$ cat src/decode_register_read_scoreboard_assert.svh
// Assertion macros for the decode register-read scoreboard.
`ifndef DECODE_REGISTER_READ_SCOREBOARD_ASSERT_SVH
`define DECODE_REGISTER_READ_SCOREBOARD_ASSERT_SVH

// Condition implies consequence in the same cycle.
`define DRR_ASSERT_IMP(label, clk, rstn, cond, cons, msg) \
    label: assert property (@(posedge clk) disable iff (!(rstn)) (cond) |-> (cons)) \
        else $error(msg);

// Condition implies consequence in the next cycle.
`define DRR_ASSERT_NXT(label, clk, rstn, cond, cons, msg) \
    label: assert property (@(posedge clk) disable iff (!(rstn)) (cond) |=> (cons)) \
        else $error(msg);

`endif

$ cat src/drr_pkg.sv
// Package: types, codes and helpers of the decode register-read scoreboard.
package drr_pkg;

    localparam int NUM_REGS   = 16;
    localparam int DATA_WIDTH = 8;
    localparam int IDX_W      = $clog2(NUM_REGS);
    localparam int HAZ_W      = 5;
    localparam logic [HAZ_W-1:0] HAZ_MAX = 5'd31;

    localparam logic [1:0] OPC_DECODE = 2'd0;
    localparam logic [1:0] OPC_WB     = 2'd1;
    localparam logic [1:0] OPC_BRANCH = 2'd2;

    localparam logic [3:0] OP_ALU0  = 4'd0;
    localparam logic [3:0] OP_ALU1  = 4'd1;
    localparam logic [3:0] OP_ALU2  = 4'd2;
    localparam logic [3:0] OP_INC   = 4'd3;
    localparam logic [3:0] OP_LOG4  = 4'd4;
    localparam logic [3:0] OP_LOG5  = 4'd5;
    localparam logic [3:0] OP_NOT   = 4'd6;
    localparam logic [3:0] OP_LOG7  = 4'd7;
    localparam logic [3:0] OP_LOAD  = 4'd8;
    localparam logic [3:0] OP_STORE = 4'd9;
    localparam logic [3:0] OP_JUMP  = 4'd10;
    localparam logic [3:0] OP_BRZ   = 4'd11;
    localparam logic [3:0] OP_HALT  = 4'd15;

    localparam logic [2:0] CLS_NONE  = 3'd0;
    localparam logic [2:0] CLS_ARITH = 3'd1;
    localparam logic [2:0] CLS_LOGIC = 3'd2;
    localparam logic [2:0] CLS_LOAD  = 3'd3;
    localparam logic [2:0] CLS_STORE = 3'd4;
    localparam logic [2:0] CLS_JUMP  = 3'd5;
    localparam logic [2:0] CLS_BRZ   = 3'd6;
    localparam logic [2:0] CLS_HALT  = 3'd7;

    typedef struct packed {
        logic signed [7:0] wb_value;
        logic [3:0]        wb_register;
        logic              check_hazards;
        logic              fetch_valid;
        logic [15:0]       instruction;
        logic [1:0]        opcode;
    } item_t;

    typedef struct packed {
        logic [HAZ_W-1:0] hazard_count;
        logic [7:0]       target_address;
        logic [3:0]       mem_offset;
        logic [3:0]       dest_register;
        logic [7:0]       source_two;
        logic [7:0]       source_one;
        logic [1:0]       sub_operation;
        logic [3:0]       op_field;
        logic [2:0]       op_class;
        logic             stall_res;
        logic             out_valid;
    } result_t;

    typedef struct packed {
        logic                  en;
        logic [3:0]            addr;
        logic [DATA_WIDTH-1:0] data;
    } wr_port_t;

    function automatic logic in_range(input logic [3:0] r);
        return {1'b0, r} < 5'(NUM_REGS);
    endfunction

    // First operand register: field a for increment, store and branch-if-zero, else b.
    function automatic logic [3:0] src_one(input logic [15:0] ins);
        logic [3:0] op;
        op = ins[15:12];
        if (op == OP_INC || op == OP_STORE || op == OP_BRZ)
            return ins[11:8];
        return ins[7:4];
    endfunction

    // Second operand register: b for store, else c.
    function automatic logic [3:0] src_two(input logic [15:0] ins);
        if (ins[15:12] == OP_STORE)
            return ins[7:4];
        return ins[3:0];
    endfunction

endpackage

$ cat src/drr_regfile.sv
// Register value memory with registered dual read and write forwarding.
module drr_regfile (
    input  logic                           aclk,
    input  logic                           aresetn,
    input  drr_pkg::wr_port_t              wr,
    input  logic                           rd_en,
    input  logic [3:0]                     rd_addr1,
    input  logic [3:0]                     rd_addr2,
    output logic [drr_pkg::DATA_WIDTH-1:0] rd_data1,
    output logic [drr_pkg::DATA_WIDTH-1:0] rd_data2
);

    logic [drr_pkg::DATA_WIDTH-1:0] mem [drr_pkg::NUM_REGS];
    logic [drr_pkg::NUM_REGS-1:0]   written_reg;
    logic [drr_pkg::DATA_WIDTH-1:0] rd_data1_reg;
    logic [drr_pkg::DATA_WIDTH-1:0] rd_data2_reg;

    always_ff @(posedge aclk) begin
        if (wr.en) begin
            mem[wr.addr[drr_pkg::IDX_W-1:0]] <= wr.data;
        end
    end

    always_ff @(posedge aclk) begin
        if (!aresetn) begin
            written_reg <= '0;
        end else if (wr.en) begin
            written_reg[wr.addr[drr_pkg::IDX_W-1:0]] <= 1'b1;
        end
    end

    always_ff @(posedge aclk) begin
        if (rd_en) begin
            if (wr.en && wr.addr == rd_addr1) begin
                rd_data1_reg <= wr.data;
            end else if (drr_pkg::in_range(rd_addr1)
                         && written_reg[rd_addr1[drr_pkg::IDX_W-1:0]]) begin
                rd_data1_reg <= mem[rd_addr1[drr_pkg::IDX_W-1:0]];
            end else begin
                rd_data1_reg <= '0;
            end
            if (wr.en && wr.addr == rd_addr2) begin
                rd_data2_reg <= wr.data;
            end else if (drr_pkg::in_range(rd_addr2)
                         && written_reg[rd_addr2[drr_pkg::IDX_W-1:0]]) begin
                rd_data2_reg <= mem[rd_addr2[drr_pkg::IDX_W-1:0]];
            end else begin
                rd_data2_reg <= '0;
            end
        end
    end

    assign rd_data1 = rd_data1_reg;
    assign rd_data2 = rd_data2_reg;

endmodule

$ cat src/drr_sboard.sv
// Scoreboard state and single-pass decode of one word.
module drr_sboard (
    input  logic                           aclk,
    input  logic                           aresetn,
    input  logic                           fire,
    input  drr_pkg::item_t                 item,
    input  logic [drr_pkg::DATA_WIDTH-1:0] rd_data1,
    input  logic [drr_pkg::DATA_WIDTH-1:0] rd_data2,
    output drr_pkg::result_t               res,
    output drr_pkg::wr_port_t              wr
);

    logic [drr_pkg::NUM_REGS-1:0] ready_reg, ready_next;
    logic [drr_pkg::NUM_REGS-1:0] flag_reg, flag_next;
    logic [drr_pkg::HAZ_W-1:0]    pend_reg, pend_next;
    logic                         branch_reg, branch_next;
    logic                         halt_reg, halt_next;

    logic [3:0] op, ra, rb, rc, r1, r2;
    logic       ok1, ok2, need1, need2, nr1, add2, st, early;
    logic [1:0] add_cnt;
    logic [drr_pkg::HAZ_W:0] sum;

    always_comb begin
        op = item.instruction[15:12];
        ra = item.instruction[11:8];
        rb = item.instruction[7:4];
        rc = item.instruction[3:0];
        r1 = drr_pkg::src_one(item.instruction);
        r2 = drr_pkg::src_two(item.instruction);
        ok1 = !drr_pkg::in_range(r1) || ready_reg[r1[drr_pkg::IDX_W-1:0]];
        ok2 = !drr_pkg::in_range(r2) || ready_reg[r2[drr_pkg::IDX_W-1:0]];
        need1 = (op <= drr_pkg::OP_STORE) || (op == drr_pkg::OP_BRZ);
        need2 = ((op <= drr_pkg::OP_LOG7) && op != drr_pkg::OP_INC
                 && op != drr_pkg::OP_NOT) || (op == drr_pkg::OP_STORE);
        nr1 = need1 && !ok1;
        add2 = need2 && !ok2 && (r1 != r2);
        st = nr1 || (need2 && !ok2);
        add_cnt = {1'b0, nr1} + {1'b0, add2};
        sum = {1'b0, pend_reg} + {{(drr_pkg::HAZ_W-1){1'b0}}, add_cnt};
        early = item.check_hazards && (halt_reg || !item.fetch_valid || !branch_reg
                                       || pend_reg != '0);

        ready_next  = ready_reg;
        flag_next   = flag_reg;
        pend_next   = pend_reg;
        branch_next = branch_reg;
        halt_next   = halt_reg;
        wr          = '0;
        res         = '0;

        unique case (item.opcode)
            drr_pkg::OPC_WB: begin
                if (drr_pkg::in_range(item.wb_register)) begin
                    wr.en   = fire;
                    wr.addr = item.wb_register;
                    wr.data = drr_pkg::DATA_WIDTH'(signed'(item.wb_value));
                    ready_next[item.wb_register[drr_pkg::IDX_W-1:0]] = 1'b1;
                    if (flag_reg[item.wb_register[drr_pkg::IDX_W-1:0]]) begin
                        flag_next[item.wb_register[drr_pkg::IDX_W-1:0]] = 1'b0;
                        if (pend_reg != '0)
                            pend_next = pend_reg - 1'b1;
                    end
                end
            end
            drr_pkg::OPC_BRANCH: begin
                branch_next = 1'b1;
            end
            drr_pkg::OPC_DECODE: begin
                if (early) begin
                    res.stall_res = 1'b1;
                end else begin
                    if (op == drr_pkg::OP_JUMP || op == drr_pkg::OP_BRZ)
                        branch_next = 1'b0;
                    if (op == drr_pkg::OP_HALT)
                        halt_next = 1'b1;
                    if (nr1 && drr_pkg::in_range(r1))
                        flag_next[r1[drr_pkg::IDX_W-1:0]] = 1'b1;
                    if (add2 && drr_pkg::in_range(r2))
                        flag_next[r2[drr_pkg::IDX_W-1:0]] = 1'b1;
                    pend_next = (sum > {1'b0, drr_pkg::HAZ_MAX}) ? drr_pkg::HAZ_MAX
                                                                : sum[drr_pkg::HAZ_W-1:0];
                    res.op_field = op;
                    unique case (op) inside
                        drr_pkg::OP_ALU0, drr_pkg::OP_ALU1, drr_pkg::OP_ALU2,
                        drr_pkg::OP_INC:   res.op_class = drr_pkg::CLS_ARITH;
                        drr_pkg::OP_LOG4, drr_pkg::OP_LOG5, drr_pkg::OP_NOT,
                        drr_pkg::OP_LOG7:  res.op_class = drr_pkg::CLS_LOGIC;
                        drr_pkg::OP_LOAD:  res.op_class = drr_pkg::CLS_LOAD;
                        drr_pkg::OP_STORE: res.op_class = drr_pkg::CLS_STORE;
                        drr_pkg::OP_JUMP:  res.op_class = drr_pkg::CLS_JUMP;
                        drr_pkg::OP_BRZ:   res.op_class = drr_pkg::CLS_BRZ;
                        drr_pkg::OP_HALT:  res.op_class = drr_pkg::CLS_HALT;
                        default:           res.op_class = drr_pkg::CLS_NONE;
                    endcase
                    if (st) begin
                        res.stall_res = 1'b1;
                    end else begin
                        res.out_valid = 1'b1;
                        if (op <= drr_pkg::OP_LOAD && drr_pkg::in_range(ra))
                            ready_next[ra[drr_pkg::IDX_W-1:0]] = 1'b0;
                        if (op <= drr_pkg::OP_LOG7) begin
                            res.sub_operation = op[1:0];
                            res.source_one    = rd_data1[7:0];
                            res.dest_register = ra;
                            if (need2)
                                res.source_two = rd_data2[7:0];
                        end else if (op == drr_pkg::OP_LOAD) begin
                            res.source_one = {4'b0000, ra};
                            res.source_two = rd_data1[7:0];
                            res.mem_offset = rc;
                        end else if (op == drr_pkg::OP_STORE) begin
                            res.source_one = rd_data1[7:0];
                            res.source_two = rd_data2[7:0];
                            res.mem_offset = rc;
                        end else if (op == drr_pkg::OP_JUMP) begin
                            res.target_address = {ra, rb};
                        end else if (op == drr_pkg::OP_BRZ) begin
                            res.source_one     = rd_data1[7:0];
                            res.target_address = {rb, rc};
                        end
                    end
                end
            end
            default: begin
            end
        endcase

        res.hazard_count = pend_next;
    end

    always_ff @(posedge aclk) begin
        if (!aresetn) begin
            ready_reg  <= '1;
            flag_reg   <= '0;
            pend_reg   <= '0;
            branch_reg <= 1'b1;
            halt_reg   <= 1'b0;
        end else if (fire) begin
            ready_reg  <= ready_next;
            flag_reg   <= flag_next;
            pend_reg   <= pend_next;
            branch_reg <= branch_next;
            halt_reg   <= halt_next;
        end
    end

endmodule

$ cat src/decode_register_read_scoreboard.sv
// Decode register-read scoreboard top level: input register, result register, handshakes.
// One word is accepted per clock when the output is not stalled, and each word returns
// exactly one result word, held first in the input register, then in the result register.
// Register operands are read from the register memory as the word enters the input
// register (a writeback leaving the input register in the same cycle is forwarded);
// decode, scoreboard update and the result are then formed combinationally into the
// result register. Backpressure on m_tready holds the input register and then s_tready.
module decode_register_read_scoreboard (
    input  logic        aclk,
    input  logic        aresetn,
    input  logic        s_tvalid,
    output logic        s_tready,
    // [15:0] instruction, [16] fetch_valid, [17] check_hazards, [21:18] wb_register,
    // [29:22] wb_value, [31:30] zero
    input  logic [31:0] s_tdata,
    // [1:0] opcode
    input  logic [1:0]  s_tuser,
    output logic        m_tvalid,
    input  logic        m_tready,
    // [0] out_valid, [1] stall_res, [4:2] op_class, [8:5] op_field, [10:9] sub_operation,
    // [18:11] source_one, [26:19] source_two, [30:27] dest_register, [34:31] mem_offset,
    // [42:35] target_address, [47:43] hazard_count
    output logic [47:0] m_tdata
);

    `include "decode_register_read_scoreboard_assert.svh"

    drr_pkg::item_t    s_item;
    drr_pkg::item_t    item_reg;
    drr_pkg::result_t  res;
    drr_pkg::result_t  res_reg;
    drr_pkg::wr_port_t wr;
    logic              in_valid_reg;
    logic              out_valid_reg;
    logic              fire;
    logic              in_load;
    logic [drr_pkg::DATA_WIDTH-1:0] rd_data1, rd_data2;

    assign s_item = {s_tdata[29:0], s_tuser};
    assign fire     = in_valid_reg && (!out_valid_reg || m_tready);
    assign s_tready = !in_valid_reg || fire;
    assign in_load  = s_tvalid && s_tready;

    always_ff @(posedge aclk) begin
        if (!aresetn) begin
            in_valid_reg <= 1'b0;
        end else if (in_load) begin
            in_valid_reg <= 1'b1;
        end else if (fire) begin
            in_valid_reg <= 1'b0;
        end
    end

    always_ff @(posedge aclk) begin
        if (in_load) begin
            item_reg <= s_item;
        end
    end

    drr_regfile u_regfile (
        .aclk     (aclk),
        .aresetn  (aresetn),
        .wr       (wr),
        .rd_en    (in_load),
        .rd_addr1 (drr_pkg::src_one(s_item.instruction)),
        .rd_addr2 (drr_pkg::src_two(s_item.instruction)),
        .rd_data1 (rd_data1),
        .rd_data2 (rd_data2)
    );

    drr_sboard u_sboard (
        .aclk     (aclk),
        .aresetn  (aresetn),
        .fire     (fire),
        .item     (item_reg),
        .rd_data1 (rd_data1),
        .rd_data2 (rd_data2),
        .res      (res),
        .wr       (wr)
    );

    always_ff @(posedge aclk) begin
        if (!aresetn) begin
            out_valid_reg <= 1'b0;
        end else if (fire) begin
            out_valid_reg <= 1'b1;
        end else if (m_tready) begin
            out_valid_reg <= 1'b0;
        end
    end

    always_ff @(posedge aclk) begin
        if (fire) begin
            res_reg <= res;
        end
    end

    assign m_tvalid = out_valid_reg;
    assign m_tdata  = res_reg;

    `DRR_ASSERT_IMP(a_backpressure, aclk, aresetn,
                    in_valid_reg && out_valid_reg && !m_tready, !s_tready,
                    "input accepted while the pipeline is blocked")
    `DRR_ASSERT_NXT(a_fire_result, aclk, aresetn, fire, m_tvalid,
                    "processed word produced no result")
    `DRR_ASSERT_IMP(a_issue_xor_stall, aclk, aresetn, m_tvalid,
                    !(m_tdata[0] && m_tdata[1]), "result both issued and stalled")

endmodule

$ cat config.mk
export PLATFORM = sky130hd
export DESIGN_NAME = decode_register_read_scoreboard
export DESIGN_NICKNAME = d
export VERILOG_FILES = /design/src/drr_pkg.sv /design/src/drr_regfile.sv /design/src/drr_sboard.sv /design/src/decode_register_read_scoreboard.sv
export VERILOG_INCLUDE_DIRS = /design/src /design/src/src
export SDC_FILE = /design/constraint.sdc
export NUM_CORES = 1
export LEC_CHECK = 0
export BUFFER_PORTS_ARGS = -buffer_cell sky130_fd_sc_hd__buf_2
export CORE_MARGIN = 10
export CORE_UTILIZATION = 53
export CTS_BUF_LIST = sky130_fd_sc_hd__clkbuf_16
export DETAILED_ROUTE_END_ITERATION = 7
export PLACE_DENSITY_LB_ADDON = 0.08
export REMOVE_ABC_BUFFERS = 1
export SLEW_MARGIN = 20
export SYNTH_ARGS = -nofsm -noshare
export SYNTH_HDL_FRONTEND = slang
export SYNTH_SLANG_ARGS = --single-unit
$ cat constraint.sdc
create_clock -name aclk -period 3.4 [get_ports aclk]
set_input_delay 0.34 -clock aclk [delete_from_list [all_inputs] [get_ports aclk]]
set_output_delay 0.34 -clock aclk [all_outputs]
set_load 0.005 [all_outputs]
==> flow_metrics.env, run 1 <==
export IMPL_top_layer="met4"
export IMPL_setup_viol=10
export IMPL_layout_setup_ws_ps=-307
export IMPL_period_share_pct=109
export IMPL_hp_class="in2reg"
export IMPL_fillCellCount=1910
export IMPL_grt_ovfl_total=0
export IMPL_crit_type="reg2reg"
export IMPL_final_cell_mix="224 x edfxtp_1, 222 x nand2_1, 141 x buf_4, 85 x buf_2, 84 x nor2_1"
export IMPL_crit_path_start="item_reg[15]$_DFFE_PP_"
export IMPL_pre_cts_slack_ps=-339
export IMPL_drt_iter0_markers=1261
export IMPL_maxCapViolCount=0
export IMPL_cp_start_kind="flop"
export IMPL_antenna_found_initial=0
export IMPL_synthCells=1211
export IMPL_diodes=0
export IMPL_clockBufferDepth=3
export IMPL_ys_seq_area_share_pct=57.0
export IMPL_cts_root_buf="clkbuf_16"
export IMPL_max_slew_margin_pct=39.5
export IMPL_crit_path_end_kind="flop"
export IMPL_violations="negative setup slack"
export IMPL_final_area_mm2=0.0171
export IMPL_synth_avg_cell_area_um2=11.4
export IMPL_synth_seq_cells=281
export IMPL_clock_latency_ps=570
export IMPL_finalPower_mw=8.36
export IMPL_drc_errors=0
export IMPL_ant_nets=0
export IMPL_timing_setup_tns_ps=-2420
export IMPL_power_density_mw_per_mm2=488
export IMPL_irDropWorstVdd_mv=0.433
export IMPL_worst_pin_slew_ps=906
export IMPL_yosysWarnings=0
export IMPL_yosysUniqueCellTypes=70
export IMPL_leakagePower_nw=6.41
export IMPL_grt_start_max_net_pins=52
export IMPL_r2r_start="item_reg[15]$_DFFE_PP_"
export IMPL_final_common_cell="edfxtp_1"
export IMPL_dr_wl_met3_um=4360
export IMPL_ios=88
export IMPL_fmax_ghz=0.270
export IMPL_rsz0062_at_grt="yes"
export IMPL_final_nets=1465
export IMPL_crit_arrival_ps=3990
export IMPL_hpwl_um=29600
export IMPL_placed_cell_area_mm2=0.0155
export IMPL_wl_met2_um=18500
export IMPL_die_width_um=181
export IMPL_ys_flop_type="edfxtp_1"
export IMPL_cts_num_sinks=281
export IMPL_synth_edff_count=224
export IMPL_vias_per_cell=6.32
export IMPL_largest_reg_flops=128
export IMPL_status="complete, but fails checks"
export IMPL_wirelength_um=42700
export IMPL_synthesis_area_mm2=0.0138
export IMPL_grt_total_usage_pct=25.0
export IMPL_met1_length_um=18700
export IMPL_grt_pass1_vias=10700
export IMPL_post_drt_wl_per_cell_um=24.0
export IMPL_die_height_um=181
export IMPL_path_max_fanout=6
export IMPL_port_buffers=85
export IMPL_multiInputGateArea_mm2=0.00578
export IMPL_cts_inserted_buffers=30
export IMPL_postSynth_asyncResetShare_pct=0
export IMPL_coreArea_mm2=0.0254
export IMPL_grt_pass1_wl_um=64700
export IMPL_min_period_ps=3710
export IMPL_dr_pass1_iters=5
export IMPL_cts_tree="built"
export IMPL_regArea_mm2=0.00787
export IMPL_clk_pin_slew_worst_paths_ps=60
export IMPL_placedCellCount=1688
export IMPL_layout_cells_non_filler=1778
export IMPL_fin_skew_ps=21.8
export IMPL_ctsHtreeMaxLevel=1
export IMPL_drive_above_1_share_pct=26.7
export IMPL_hold_violations=0
export IMPL_min_from="s_tdata[1]"
export IMPL_vias=11200
export IMPL_worst_ep_required_time_ps=3680
export IMPL_dieArea_mm2=0.0329
export IMPL_drv_slew=0
export IMPL_syn_to_final_growth_pct=24.1
export IMPL_gp_congestion=0.973
export IMPL_start_util_pct=54.3
export IMPL_rows=58
==> routing by layer <==
layer | GRT usage [%] | vias up
met2 | 36.2 | 588
met4 | 6.96 | 0
met3 | 5.65 | 80
li1 | - | 5067
met5 | 0 | -
met1 | 36.8 | 5510
==> final cells by class <==
| cell class | instances | area share, % |
|---|---|---|
| flip-flops and latches | 281 | 46.0 |
| multi-input cells | 834 | 33.8 |
| repair buffers | 263 | 11.2 |
| clock buffers | 35 | 5.12 |
| well taps | 330 | 2.41 |
| clock inverters | 21 | 1.25 |
| inverters | 14 | 0.307 |
==> critical path: stages, from the launching register on <==
cell       delay (ps)
edfxtp_1          440
nand4bb_1         240
buf_6             170
or3_1             330
o311ai_2           80
a21oi_1            80
or4_4             540
or3b_4            260
inv_2              40
fa_2              390
and3_4            210
and3_4            200
nor2_2             90
a31oi_1           100
o22ai_1           150
o21ai_1           110
==> power breakdown <==
part           switching (mW)  internal, mW  total (mW)  leakage [nW]
Clock                    1.37          2.14        3.51         0.546
Combinational           0.596         0.421        1.02          3.16
Sequential             0.0493          3.78        3.83          2.70
Total                    2.02          6.34        8.36          6.41
==> cell families after synthesis <==
group / after synthesis / synth area share [%]
simple gates: 518 / 17.6
compound gates: 225 / 12.0
xor+xnor: 8 / 0.508
flops: 281 / 57.0
buf+inv: 96 / 2.79
mux: 80 / 9.75
fa+ha+maj: 3 / 0.326
==> through the flow <==
stage / hold WS [ps] / util, %
6_report: 27.1 / 67.4
5_1_grt: 32.9 / 67.4
4_1_cts: 7.21 / 66.7
3_5_place_dp: 474 / 60.9
3_3_place_gp: 466 / 60.9
2_1_floorplan: 412 / -
==> final timing paths <==
| kind | end | depth (start not counted) | slack [ps] |
|---|---|---|---|
| worst min-delay path | item_reg[3]$_DFFE_PP_ | 1 | 30 |
| worst min register to register | u_sboard.branch_reg$_SDFFE_PN1P_ | 2 | 480 |
| worst max-delay path | m_tdata[45]$_DFFE_PP_ | 15 | -310 |
| worst max register to register | m_tdata[45]$_DFFE_PP_ | 15 | -310 |
==> cell usage after synthesis (10+ instances only) <==
cell type  count  area share (%)
mux2i_1       29             2.1
o32a_1        10            0.73
dfxtp_1       57             8.3
a22oi_1       37             2.0
o21ai_0       18            0.65
nand4_1       19            0.86
o21a_1        14            0.76
clkbuf_1      60             1.6
nand2_1      222             6.0
a31oi_1       26             1.2
edfxtp_1     224              49
nand3_1       63             2.3
and3_1        15            0.68
o221ai_1      21             1.3
nor3_1        31             1.1
a21oi_1       17            0.62
inv_1         13            0.35
and2_1        12            0.54
o211ai_1      14            0.76
a311oi_1      16             1.0
buf_1         12            0.33
mux4_2        42             6.9
nor2_1        87             2.4
nand2b_1      25             1.1
==> repair_timing <==
item / 4_1_cts / 5_1_grt
setup buffers: 3 / 6
hold buffers: 25 / 0
setup endpoints to repair: 11 / 24
pin swaps: 10 / 17
resized for setup: 24 / 29
endpoints found under the hold margin: 25 / 0
(Power assumes the default switching activity.)
==> run 2, diff against run 1 <==
--- a/config.mk
+++ b/config.mk
@@ -9,7 +9,7 @@
 export BUFFER_PORTS_ARGS = -buffer_cell sky130_fd_sc_hd__buf_2
 export CORE_MARGIN = 10
 export CORE_UTILIZATION = 53
-export CTS_BUF_LIST = sky130_fd_sc_hd__clkbuf_16
+export CTS_BUF_LIST = sky130_fd_sc_hd__clkbuf_8
 export DETAILED_ROUTE_END_ITERATION = 7
 export PLACE_DENSITY_LB_ADDON = 0.08
 export REMOVE_ABC_BUFFERS = 1
==> flow_metrics.env, run 2 (synthesized netlist as in run 1, its figures left out) <==
export IMPL_timing_setup_tns_ps=-1820
export IMPL_hold_path_end="item_reg[6]$_DFFE_PP_"
export IMPL_diodes=0
export IMPL_layout_cells_non_filler=1808
export IMPL_coreArea_mm2=0.0254
export IMPL_placed_cell_area_mm2=0.0155
export IMPL_power_density_mw_per_mm2=453
export IMPL_syn_to_final_growth_pct=22.4
export IMPL_die_height_um=181
export IMPL_cts_num_sinks=281
export IMPL_die_width_um=181
export IMPL_crit_path_end_kind="flop"
export IMPL_antenna_found_initial=0
export IMPL_start_util_pct=54.3
export IMPL_placedCellCount=1688
export IMPL_hold_violations=0
export IMPL_finalPower_mw=7.65
export IMPL_setup_viol=10
export IMPL_layout_setup_ws_ps=-253
export IMPL_pre_cts_slack_ps=-339
export IMPL_wirelength_um=42500
export IMPL_cts_inserted_buffers=46
export IMPL_max_slew_margin_pct=39.0
export IMPL_violations="negative setup slack"
export IMPL_irDropWorstVdd_mv=0.329
export IMPL_period_share_pct=107
export IMPL_cts_tree="built"
export IMPL_cp_start_kind="flop"
export IMPL_hold_depth=1
export IMPL_dr_pass1_iters=5
export IMPL_fin_skew_ps=26.2
export IMPL_r2r_start="item_reg[15]$_DFFE_PP_"
export IMPL_status="complete, but fails checks"
export IMPL_maxCapViolCount=0
export IMPL_ios=88
export IMPL_ant_nets=0
export IMPL_vias_per_cell=6.25
export IMPL_rows=58
export IMPL_reg2reg_depth=16
export IMPL_drv_slew=0
export IMPL_port_buffers=85
export IMPL_final_common_cell="edfxtp_1"
export IMPL_hp_class="in2reg"
export IMPL_rsz0062_at_grt="yes"
export IMPL_rrSetupSlack_ps=-250
export IMPL_worst_pin_slew_ps=913
export IMPL_drive_above_1_share_pct=27.1
export IMPL_vias=11300
export IMPL_clock_latency_ps=580
export IMPL_grt_pass1_vias=10900
export IMPL_min_period_ps=3650
export IMPL_ctsHtreeMaxLevel=2
export IMPL_min_from="s_tdata[4]"
export IMPL_grt_pass1_wl_um=64500
export IMPL_final_area_mm2=0.0169
export IMPL_drt_iter0_markers=1241
export IMPL_fin_util_pct=66.5
export IMPL_r2r_end="u_sboard.pend_reg[4]$_SDFFE_PN0P_"
export IMPL_fmax_ghz=0.274
export IMPL_largest_reg_flops=128
export IMPL_grt_ovfl_total=0
export IMPL_holdWs_ps=28.7
export IMPL_clockBufferDepth=3
export IMPL_worst_ep_required_time_ps=3900
export IMPL_path_max_fanout=6
export IMPL_dieArea_mm2=0.0329
export IMPL_leakagePower_nw=6.39
export IMPL_clk_pin_slew_worst_paths_ps=60
export IMPL_drc_errors=0
export IMPL_cts_root_buf="clkbuf_8"
export IMPL_grt_total_usage_pct=25.0
export IMPL_final_nets=1482
export IMPL_grt_start_max_net_pins=52
export IMPL_hpwl_um=29600
export IMPL_crit_arrival_ps=4160
export IMPL_post_drt_wl_per_cell_um=23.5
export IMPL_crit_type="reg2reg"
export IMPL_gp_congestion=0.973
export IMPL_final_cell_mix="224 x edfxtp_1, 222 x nand2_1, 142 x buf_4, 85 x nor2_1, 85 x buf_2"
## run 2: cell count changes in the layout (fill, tap and decap cells not counted), moves of 2 or more
cell / previous run / this run
a21oi_1: 13 / 15
bufinv_16: 4 / 1
o22ai_2: 1 / 3
clkinv_1: 6 / 3
a21oi_2: 4 / 2
clkinv_2: 3 / 8
clkbuf_16: 35 / 0
inv_1: 15 / 30
clkbuf_8: 0 / 51
## run 2: power breakdown
part	switching [mW]	total (mW)	internal [mW]	leakage (nW)
sequential	0.0491	3.83	3.78	2.70
combinational	0.594	1.01	0.416	3.16
clock	1.35	2.82	1.47	0.533
## run 2: per-layer routing
layer | vias up | global-route usage, % | part of all wire, %
met5 | - | 0 | 0
met2 | 599 | 36.0 | 44
met4 | 0 | 6.87 | 2.0
met1 | 5523 | 36.1 | 43
met3 | 71 | 6.85 | 11
li1 | 5101 | - | -
## run 2: worst max-delay path by stage
stage,start,endpoint,slack [ps],depth (start not counted)
2_1_floorplan,s_tdata[15],u_regfile.rd_data2[6]$_DFFE_PP_,-1420,6
3_3_place_gp,item_reg[15]$_DFFE_PP_,m_tdata[45]$_DFFE_PP_,-310,14
3_5_place_dp,item_reg[15]$_DFFE_PP_,m_tdata[45]$_DFFE_PP_,-340,14
4_1_cts,item_reg[15]$_DFFE_PP_,u_sboard.pend_reg[4]$_SDFFE_PN0P_,-170,15
5_1_grt,item_reg[15]$_DFFE_PP_,u_sboard.pend_reg[2]$_SDFFE_PN0P_,-470,17
6_report,item_reg[15]$_DFFE_PP_,u_sboard.pend_reg[4]$_SDFFE_PN0P_,-250,16
## run 2: layout make-up
cell class              count  area, µm²
multi-input cells         834       5750
repair buffers            264       1920
well taps                 330        413
flip-flops and latches    281       7870
fillers                  1961       8510
clock inverters            34        181
inverters                  14       52.6
clock buffers              51        702
## run 2: timing repair
| item | in CTS | in global routing |
|---|---|---|
| resized for setup | 27 | 20 |
| buffers inserted | 3 | 6 |
| hold buffers | 26 | 0 |
| pin swaps | 11 | 11 |
| setup endpoints to repair | 10 | 20 |
| hold endpoints to repair | 26 | 0 |
## run 2: worst max-delay path: stages (launching register included)
cell and delay, ps:
edfxtp_1 440, nand4bb_1 230, buf_6 160, mux2_4 320
buf_8 140, mux2i_2 200, o22ai_2 110, a211o_1 290
or3b_4 390, inv_2 60, fa_2 220, ha_2 180
and4b_2 260, a21oi_2 70, a311oi_2 290, nand2_1 110
a21oi_2 130
